--- src/rtl/core/sal_pkg.sv ---
`timescale 1ns / 1ps
`default_nettype none
// ----------------------------------------------------------------------------
// sal_pkg: shared types and constants for the station address learning table
// table geometry, request and result layouts, op codes and sequencer states
// ----------------------------------------------------------------------------
package sal_pkg;

  // table geometry
  localparam int TABLE_DEPTH = 64;
  localparam int ADDR_W      = (TABLE_DEPTH > 1) ? $clog2(TABLE_DEPTH) : 1;
  localparam int CNT_W       = $clog2(TABLE_DEPTH + 1);

  // field widths
  localparam int MAC_W   = 48;
  localparam int ENTRY_W = 7;

  // broadcast address
  localparam logic [MAC_W-1:0] BCAST_ADDR = {MAC_W{1'b1}};

  // op codes
  typedef enum logic {
    OP_OBSERVE = 1'b0,
    OP_CLEAR   = 1'b1
  } op_t;

  // sequencer states
  typedef enum logic [1:0] {
    ST_IDLE,
    ST_SCAN,
    ST_DECIDE
  } state_t;

  // one request
  typedef struct packed {
    logic             op;
    logic [MAC_W-1:0] src_addr;
    logic [MAC_W-1:0] dst_addr;
  } req_t;

  // one result
  typedef struct packed {
    logic               relevant;
    logic               added;
    logic [MAC_W-1:0]   peer_addr;
    logic [ENTRY_W-1:0] entry_count;
    logic               full_drop;
  } rsp_t;

endpackage
`default_nettype wire

--- src/rtl/core/sal_ram.sv ---
`timescale 1ns / 1ps
`default_nettype none
// ----------------------------------------------------------------------------
// sal_ram: generic single write port ram
// one write and one read per cycle, read data registered
// ----------------------------------------------------------------------------
module sal_ram #(
  parameter int WIDTH = 8,
  parameter int DEPTH = 16
) (
  input  wire logic                                       clk,
  input  wire logic                                       we,
  input  wire logic [((DEPTH > 1) ? $clog2(DEPTH) : 1)-1:0] waddr,
  input  wire logic [WIDTH-1:0]                           wdata,
  input  wire logic [((DEPTH > 1) ? $clog2(DEPTH) : 1)-1:0] raddr,
  output logic      [WIDTH-1:0]                           rdata
);

  logic [WIDTH-1:0] mem [DEPTH];

  // write port and registered read port
  always_ff @(posedge clk) begin
    if (we) begin
      mem[waddr] <= wdata;
    end
    rdata <= mem[raddr];
  end

endmodule
`default_nettype wire

--- src/rtl/core/station_address_learning_table.sv ---
`timescale 1ns / 1ps
`default_nettype none
// ----------------------------------------------------------------------------
// station_address_learning_table: learns stations talking to one access point
// frame addresses in, linear search of a ram table, append on miss
// ----------------------------------------------------------------------------
// A request is taken when start is high and busy is low. An observe request
// walks the table ram one entry a cycle, compares each registered read
// against both frame addresses, then decides and appends; a clear request
// goes straight to the decide step and resets the learned count. The result is
// shown on result for exactly one cycle with result_valid high and cannot be
// held off, so the receiver must take it then. Every request gives exactly
// one result. ap_address is written through cfg_valid/cfg_ready/cfg_data and
// must only change while the block is not busy.
module station_address_learning_table (
  input  wire logic                     clk,
  input  wire logic                     rst,
  input  wire logic                     start,
  output logic                          busy,
  input  wire sal_pkg::req_t            req,
  output logic                          result_valid,
  output sal_pkg::rsp_t                 result,
  input  wire logic                     cfg_valid,
  output logic                          cfg_ready,
  input  wire logic [sal_pkg::MAC_W-1:0] cfg_data
);

  sal_pkg::state_t state, state_next;

  logic [sal_pkg::MAC_W-1:0]  ap_address;
  sal_pkg::req_t              cur;
  logic [sal_pkg::CNT_W-1:0]  count;
  logic [sal_pkg::CNT_W-1:0]  idx;
  logic                       pend;
  logic                       hit_src;
  logic                       hit_dst;

  logic                       accept;
  logic                       scan_issue;
  logic                       decide;

  logic [sal_pkg::MAC_W-1:0]  rd_data;
  logic                       wr_en;
  logic [sal_pkg::MAC_W-1:0]  cand;
  logic                       want;
  logic                       relevant;
  logic                       src_ap;
  logic                       dst_ap;
  logic                       full;
  logic                       is_clear;

  assign accept    = start && !busy;
  assign cfg_ready = (state == sal_pkg::ST_IDLE);
  assign is_clear  = (cur.op == sal_pkg::OP_CLEAR);

  // next state
  always_comb begin
    state_next = state;
    case (state)
      sal_pkg::ST_IDLE: begin
        if (accept) begin
          state_next = (req.op == sal_pkg::OP_CLEAR) ? sal_pkg::ST_DECIDE : sal_pkg::ST_SCAN;
        end
      end
      sal_pkg::ST_SCAN: begin
        // the last compare lands in the hit flags at this same edge
        if (!scan_issue) begin
          state_next = sal_pkg::ST_DECIDE;
        end
      end
      sal_pkg::ST_DECIDE: begin
        state_next = sal_pkg::ST_IDLE;
      end
      default: begin
        state_next = sal_pkg::ST_IDLE;
      end
    endcase
  end

  // sequencer outputs
  always_comb begin
    busy       = 1'b1;
    scan_issue = 1'b0;
    decide     = 1'b0;
    case (state)
      sal_pkg::ST_IDLE: begin
        busy = 1'b0;
      end
      sal_pkg::ST_SCAN: begin
        scan_issue = (idx != count);
      end
      sal_pkg::ST_DECIDE: begin
        decide = 1'b1;
      end
      default: begin
        busy = 1'b1;
      end
    endcase
  end

  // state register
  always_ff @(posedge clk) begin
    if (rst) begin
      state <= sal_pkg::ST_IDLE;
    end else begin
      state <= state_next;
    end
  end

  // relevance and peer choice from the scan hits
  always_comb begin
    src_ap   = (cur.src_addr == ap_address);
    dst_ap   = (cur.dst_addr == ap_address);
    relevant = !is_clear &&
               ((src_ap && cur.dst_addr != sal_pkg::BCAST_ADDR) ||
                (dst_ap && cur.src_addr != sal_pkg::BCAST_ADDR));
    want     = 1'b0;
    cand     = cur.dst_addr;
    if (relevant) begin
      if (src_ap && !hit_dst) begin
        want = 1'b1;
        cand = cur.dst_addr;
      end else if (dst_ap && !hit_src) begin
        want = 1'b1;
        cand = cur.src_addr;
      end
    end
    full  = (count == sal_pkg::CNT_W'(sal_pkg::TABLE_DEPTH));
    wr_en = decide && want && !full;
  end

  // learned address table
  sal_ram #(
    .WIDTH (sal_pkg::MAC_W),
    .DEPTH (sal_pkg::TABLE_DEPTH)
  ) u_table (
    .clk   (clk),
    .we    (wr_en),
    .waddr (count[sal_pkg::ADDR_W-1:0]),
    .wdata (cand),
    .raddr (idx[sal_pkg::ADDR_W-1:0]),
    .rdata (rd_data)
  );

  // configuration register
  always_ff @(posedge clk) begin
    if (rst) begin
      ap_address <= '0;
    end else if (cfg_valid && cfg_ready) begin
      ap_address <= cfg_data;
    end
  end

  // request capture, scan walk and compare
  always_ff @(posedge clk) begin
    if (rst) begin
      idx     <= '0;
      pend    <= 1'b0;
      hit_src <= 1'b0;
      hit_dst <= 1'b0;
    end else if (accept) begin
      idx     <= '0;
      pend    <= 1'b0;
      hit_src <= 1'b0;
      hit_dst <= 1'b0;
    end else if (state == sal_pkg::ST_SCAN) begin
      pend <= scan_issue;
      if (scan_issue) begin
        idx <= idx + 1'b1;
      end
      if (pend) begin
        if (rd_data == cur.src_addr) begin
          hit_src <= 1'b1;
        end
        if (rd_data == cur.dst_addr) begin
          hit_dst <= 1'b1;
        end
      end
    end
  end

  always_ff @(posedge clk) begin
    if (accept) begin
      cur <= req;
    end
  end

  // learned count
  always_ff @(posedge clk) begin
    if (rst) begin
      count <= '0;
    end else if (decide) begin
      if (is_clear) begin
        count <= '0;
      end else if (wr_en) begin
        count <= count + 1'b1;
      end
    end
  end

  // result strobe and payload
  always_ff @(posedge clk) begin
    if (rst) begin
      result_valid <= 1'b0;
    end else begin
      result_valid <= decide;
    end
  end

  always_ff @(posedge clk) begin
    if (decide) begin
      result.relevant    <= relevant;
      result.added       <= wr_en;
      result.peer_addr   <= wr_en ? cand : '0;
      result.full_drop   <= want && full;
      if (is_clear) begin
        result.entry_count <= '0;
      end else if (wr_en) begin
        result.entry_count <= sal_pkg::ENTRY_W'(count + 1'b1);
      end else begin
        result.entry_count <= sal_pkg::ENTRY_W'(count);
      end
    end
  end

  // checks
  a_count_bound: assert property (@(posedge clk) disable iff (rst)
    count <= sal_pkg::CNT_W'(sal_pkg::TABLE_DEPTH))
    else $error("learned count beyond table depth");

  a_decide_result: assert property (@(posedge clk) disable iff (rst)
    (state == sal_pkg::ST_DECIDE) |=> result_valid)
    else $error("decide cycle without result strobe");

  a_add_or_drop: assert property (@(posedge clk) disable iff (rst)
    result_valid |-> !(result.added && result.full_drop))
    else $error("result both added and dropped");

  a_added_relevant: assert property (@(posedge clk) disable iff (rst)
    (result_valid && result.added) |-> result.relevant)
    else $error("address added for a frame that is not relevant");

endmodule
`default_nettype wire
--- config.mk ---
export PLATFORM = sky130hd
export DESIGN_NAME = station_address_learning_table
export DESIGN_NICKNAME = d
export VERILOG_FILES = /design/src/rtl/core/sal_pkg.sv /design/src/rtl/core/sal_ram.sv /design/src/rtl/core/station_address_learning_table.sv
export SDC_FILE = /design/constraint.sdc
export NUM_CORES = 2
export LEC_CHECK = 0
export BUFFER_PORTS_ARGS = -buffer_cell sky130_fd_sc_hd__buf_2
export CAP_MARGIN = 20
export CORE_ASPECT_RATIO = 0.8
export CORE_MARGIN = 1.5
export CORE_UTILIZATION = 48
export DETAILED_ROUTE_END_ITERATION = 8
export PLACE_DENSITY = 0.62
export SYNTH_ARGS = -nofsm -noshare
export SYNTH_HDL_FRONTEND = slang
export SYNTH_SLANG_ARGS = --single-unit
--- constraint.sdc ---
create_clock -name clk -period 5.65 [get_ports clk]
set_input_delay 0.565 -clock clk [delete_from_list [all_inputs] [get_ports clk]]
set_output_delay 0.565 -clock clk [all_outputs]
set_load 0.1 [all_outputs]
[After elaboration in Yosys (flattened, before gate mapping)]
Memory sizes are Yosys's and may differ from the RTL's. A register that Yosys moved wholly into a read port is not among the register bits.
Index checks and enable logic that the tools add are counted.
Operators by class
  $add $sub $neg: 2
  mux-type cells: 17
  reductions and logical operators: 21
  equal/unequal tests: 12
Operators by type and width (count)
  48-bit == test: 4
  48-bit two-way mux: 3
  48-bit inequality test, second input constant: 2
  7-bit by 1-bit adder with 7-bit output, second input constant: 2
  7-bit two-way mux: 2
  1-bit logical AND: 10
  1-bit two-way mux: 8
  7-bit == test, second input constant: 1
  7-bit inequality test: 1
  2-bit two-way mux: 3
  3-bit AND reduction: 2
  1-bit zero test: 4
  2-bit case mux with 2 select lines: 1
  2-bit AND reduction: 2
  2-bit by 1-bit == test with 1-bit output, second input constant: 1
  2-bit == test, second input constant: 1
  2-bit zero test: 1
  2-bit by 1-bit inequality test with 1-bit output, second input constant: 1
  2-bit inequality test, second input constant: 1
  2-bit OR reduction: 1
  1-bit logical OR: 1
Storage, ports and cells
  RAM bits: 3072
  register bits after elaboration: 223
  memories: 1
  output and inout bits: 61
Memory list
  u_table.mem: words 64, width 48, read ports 1, clocked after memory_dff 1, write ports 1, RTL line sal_ram.sv:19  | logic [WIDTH-1:0] mem [DEPTH];

[Logic depth before layout (Yosys ltp)]
  depth in word-level cells: 9
  depth in mapped cells: 11
  gate-level depth less buffers: 8

[Cells and area by module]
A second synthesis with hierarchy kept.
Unflattened totals
  cells, all modules: 5877
  area, all modules: 127762.5 µm²
Modules (own cells, without submodules)
  sal_ram: times used 1, area an instance 117117.3 µm², sequential area each 93209.4 µm², cells each 4970
  station_address_learning_table: times used 1, area an instance 10645.2 µm², sequential area each 6015.8 µm², cells each 907

[Worst setup path before layout]
OpenSTA, ideal clock, no wires.
  path kind: flip-flop to flip-flop
  from: reg state[0]
  to: mem u_table.mem[38][0] in the netlist's numbering (enable)
  slack: 0.593 ns
  stages on the path, launching flop included: 7
  arrival: 4.603 ns
  cell sequence: dfxtp_1 -> nand2b_1 -> clkinv_1 -> nand2_1 -> nor4_1 -> nand3_1 -> nor2_1
On the way
  word-level cells in the longest chain between the ends: 6
Ends and longest elaborated chain
  from (decl): RTL line station_address_learning_table.sv:28  | sal_pkg::state_t state, state_next;
  from (signal assigned): RTL line station_address_learning_table.sv:104  | state <= sal_pkg::ST_IDLE;
  from (signal assigned): RTL line station_address_learning_table.sv:106  | state <= state_next;
  2-bit == test: RTL line station_address_learning_table.sv:85  | case (state)
  1-bit two-way mux: RTL line station_address_learning_table.sv:85
  via decide: RTL line station_address_learning_table.sv:40  | logic decide;
  1-bit logical AND (2 in series): RTL line station_address_learning_table.sv:129  | wr_en = decide && want && !full;
  1-bit two-way mux: RTL line sal_ram.sv:23  | if (we) begin
  1-bit two-way mux (implied by the code): RTL line sal_ram.sv:24  | mem[waddr] <= wdata;
  to (decl): RTL line sal_ram.sv:19
The timed path passes the listed nets, and every way through them passes these cells.

[Final worst setup path]
  from: reg cur[74] in the netlist's numbering
  to: mem u_table.mem[19][45] in the netlist's numbering (enable)
On the way
  word-level cells in the longest chain between the ends: 9
Ends and longest elaborated chain
  from (decl): RTL line station_address_learning_table.sv:31  | sal_pkg::req_t cur;
  from (signal assigned): RTL line station_address_learning_table.sv:184  | cur <= req;
  48-bit == test or 48-bit inequality test (tied branches): RTL line station_address_learning_table.sv:112, station_address_learning_table.sv:116
  1-bit logical AND (on tied branches): RTL line station_address_learning_table.sv:115, station_address_learning_table.sv:116
  1-bit logical OR: RTL line station_address_learning_table.sv:115  | ((src_ap && cur.dst_addr != sal_pkg::BCAST_ADDR) ||
  1-bit logical AND: RTL line station_address_learning_table.sv:114  | relevant = !is_clear &&
  1-bit two-way mux *: RTL line station_address_learning_table.sv:119  | if (relevant) begin
  1-bit logical AND * (2 in series): RTL line station_address_learning_table.sv:129
  1-bit two-way mux *: RTL line sal_ram.sv:23
  1-bit two-way mux (implied by the code) *: RTL line sal_ram.sv:24
Every way passes the cells marked *; elsewhere a longest branch is shown, timed or not.

==> qor_table.md <==
| Group | Parameter | Reported |
|:---|:---|:---|
| status | Result of the run | finished clean |
| critical path | Logic depth of the worst register-to-register path | 9 |
| finish | # fillers | 19460 |
| sta | Max_slew headroom | 24.3% |
| route | Post-detailed-routing wire length | 370 mm |
| route | Vias after detailed routing | 62675 |
| finish | Layout cells sized above 1 | 33.1% |
| finish | Finished layout cell area | 147000 µm² |
| worst hold path | Tightest Hold Check Type | in2reg |
| route | 1st-iter DRT viols | 9731 |
| die | Vert. Die Dim | 465 µm |
| critical path | Kind of critical path | reg2reg |
| critical path | Cell at the slowest stage of the critical path | sky130_fd_sc_hd__or3_1 |
| sta | Worst-case clock skew | 54.8 ps |
| sta | Final worst slack | 676 ps |
| synth | Adder-Cell Fraction of Synth Area | 0.0293% |
| finish | Sequential cell area | 99200 µm² |
| route | Number of nets still failing antenna checks after routing | 0 |
| synth | Synthesized-area fraction occupied by and/or/nand/nor cells | 1.57% |
| die | Die width | 580 µm |
| sta | Final setup violation count | 0 |
| placement | Post-DP HPWL | 226 mm |
| cts | TritonCTS clock tree | done |
| synth | Leading cell type by number of instances after synthesis | sky130_fd_sc_hd__edfxtp_1 |
| synth | Nets in the synthesized netlist | 5513 |
| critical path | Largest fanout on the critical path | 28 |
| route | Routed len/inst | 37.9 µm |
| die | Io pins | 210 |
| pwr | Max rail drop VDD | 0.251 mV |
| global routing | Global-route total usage across every layer | 27.4% |
| critical path | Delay contributed by the slowest stage of the critical path | 820 ps |
| die | Area of the die | 270000 µm² |
| finish | Area of the multi-input gates | 28100 µm² |
| die | Starting density of the core | 48.2% |
| synth | Summed instance area of the synthesized netlist | 128000 µm² |
| synth | Multiplexer area fraction after synthesis | 18.2% |
| synth | Number of register bits inferred by synthesis | 3343 |
| cts | Maximum level of the CTS H-tree | 5 |
| route | Detailed-routing iteration count for the pre-antenna-repair pass | 5 |
| global routing | Maximum number of pins on one net before global-route repair | 73 |
| sta | Setup repair after global routing missed its margin | no |
| synth | Cell types with the largest area share after synthesis | sky130_fd_sc_hd__edfxtp_1, sky130_fd_sc_hd__mux4_2, sky130_fd_sc_hd__dfxtp_1 |
| synth | EDFF count, synth | 3227 |
| synth | Most used flip-flop cell after synthesis | sky130_fd_sc_hd__edfxtp_1 |
| cts | Clock sink count | 3343 |
| route | Residual DRC | 0 |
| finish | Synthesis-to-layout area growth | 14.9% |
| critical path | Series of cell instances along the critical path | xnor2_1 -> nand4_1 -> nor4_1 -> nand3_1 -> or3_4 -> a21bo_1 -> or3_1 -> nor2_4 -> buf_4 |
| pwr | Static leakage power | 0.0445 µW |
| worst hold path | Hold Crit Depth | 3 |
| global routing | Global-route wire length before repair | 508 mm |
| sta | Final critical path time including I/O delays and setup | 4970 ps |
| sta | Highest achievable clock rate | 201 MHz |
| placement | Number of input and output port buffers inserted | 209 |
| critical path | Critical path depth in cells | 9 |
| global routing | Number of global-route vias before repair | 61247 |
| critical path | Cell family with the largest share of critical-path delay | simple AND/OR/NAND/NOR gates |
| synth | Synth unique cells | 53 |
| global routing | Initial antenna violation count | 47 |
| sta | Crit share post-route | 88.0% |
| sta | Fin Hold WS | 43.1 ps |
| cts | Number of CTS-inserted buffers | 328 |
| run | Max-cap violations | 0 |
| cts | Worst-Skew Late Latency | 900 ps |
| cts | Hold buffers post-CTS | 94 |
| critical path | Required time of the worst setup path | 6130 ps |
| synth | Yosys warning total | 0 |
| cts | Cells resized by post-CTS repair | 0 |
| pwr | Total power per unit cell area | 338 nW/µm² |
| route | Per-cell via count in the routed design | 6.42 |
| global routing | Total congestion overflow after global routing | 0 |
| synth | Proportion of synthesized chip area in sequential cells | 77.6% |
| critical path | Data arrival time of the critical path | 5450 ps |
| sta | Transition time at the pin with the least slew margin | 1140 ps |
| critical path | WP buf/inv | 1 |
| sta | Setup TNS | 0 ps |
| placement | Area post-placement | 136000 µm² |
| die | Core region area | 265000 µm² |
| cts | Deepest clock path buffer count | 4 |
| placement | Setup WS pre-CTS | 896 ps |
| synth | Count of mapped cells out of synthesis | 5361 |
| synth | Syn_area_per_cell | 23.9 µm² |
| synth | Dominant combinational cell family by area after synthesis | multiplexers |
| synth | Synth cell count leaders | sky130_fd_sc_hd__edfxtp_1, sky130_fd_sc_hd__mux4_2, sky130_fd_sc_hd__clkbuf_1 |
| synth | Ys async rst share | 0% |
| placement | Routability-driven placement congestion ratio | 0.924 |
| synth | Share of the synthesized area in compound gates (AO/OA/AOI/OAI) | 0.334% |
| critical path | Element type at the critical path start | flip-flop |
| die | Number of core rows | 169 |
| synth | Xor-xnor portion of the synthesized cell area | 1.43% |
| synth | Synth top area share | 75.7% |
| cts | Clock root buffer | sky130_fd_sc_hd__clkbuf_16 |
| finish | Final Util | 55.5% |
| cts | Post-CTS setup repair buffer count | 0 |
| sta | Final Hold Viols | 0 |
| critical path | Sort of element at the end of the critical path | flip-flop |
| synth | Largest area contributor in the synthesized netlist | sky130_fd_sc_hd__edfxtp_1 |
| sta | Number of pins exceeding their max-slew limit in the final report | 0 |
| finish | # nets final | 6150 |
| cts | Clock-pin slew of the registers on the worst-case setup and hold paths | 60 ps |
worst min-delay path, cell delays in order:
cell and delay, ps:
sky130_fd_sc_hd__buf_2 100, sky130_fd_sc_hd__nand2_1 110, sky130_fd_sc_hd__a21oi_1 80
sequential cells by signal (all words and copies together) (netlist names):
name	flops
hit_src	1
u_table.rdata	48
is_clear	1
state	2
result	58
u_table.mem	3072
result_valid	1
hit_dst	1
ap_address	48
idx	7
count	7
pend	1
cur	96
layout make-up:
cell class | count | share of cell area (%)
Sequential cell | 3343 | 67.5
Multi-Input combinational cell | 1737 | 19.1
Clock buffer | 423 | 5.92
Timing Repair Buffer | 579 | 3.52
Tap cell | 3505 | 2.98
Clock inverter | 157 | 0.942
Inverter | 9 | 0.0238
Antenna cell | 14 | 0.0238
layer usage:
metal	vias to the layer above	global-route usage, %	routed length (µm)
met3	514	5.18	38500
met1	34233	42.3	155000
li1	24207	-	-
met4	16	7.42	11100
met5	-	0	103
met2	3705	40.4	165000
cell usage in the layout (no fill, tap or decap), drive strengths merged, types with 22 or more instances in the layout:
master and instances:
clkinv 116, edfxtp 3227, nand2 112, dlygate4sd3 94
and2 51, xor2 106, dfxtp 116, xnor2 103
nor4 42, mux2 48, nor2 85, nand4 56
buf 485, a21oi 55, inv 22, clkbuf 423
mux4 1008
cells by family after synthesis:
family | after synthesis
buf+inv | 281
flops | 3343
xor+xnor | 209
compound gates | 73
mux | 1059
fa+ha+maj | 3
simple gates | 393
where the power goes:
part	switching, µW	total (µW)	internal, µW
clock network	9210	21100	11900
logic	940	1180	242
registers	127	27500	27300
total	10300	49700	39400
worst paths after layout:
| path | endpoint | slack [ps] | from |
|---|---|---|---|
| setup / recovery | u_table.mem[19][45] | 680 | cur[74] |
| hold / removal | ap_address[33] | 40 | cfg_data[33] |
| setup reg to reg | u_table.mem[19][45] | 680 | cur[74] |
| hold reg to reg | ap_address[21] | 500 | ap_address[21] |
metrics by stage:
stage                     power (µW)  std cells
after global routing           51000       9758
after floorplan                28400       5361
final                          49700       9767
after CTS                      50000       9753
after global placement         29100       9078
after detailed placement       29100       9079
(Power assumes the default switching activity.)
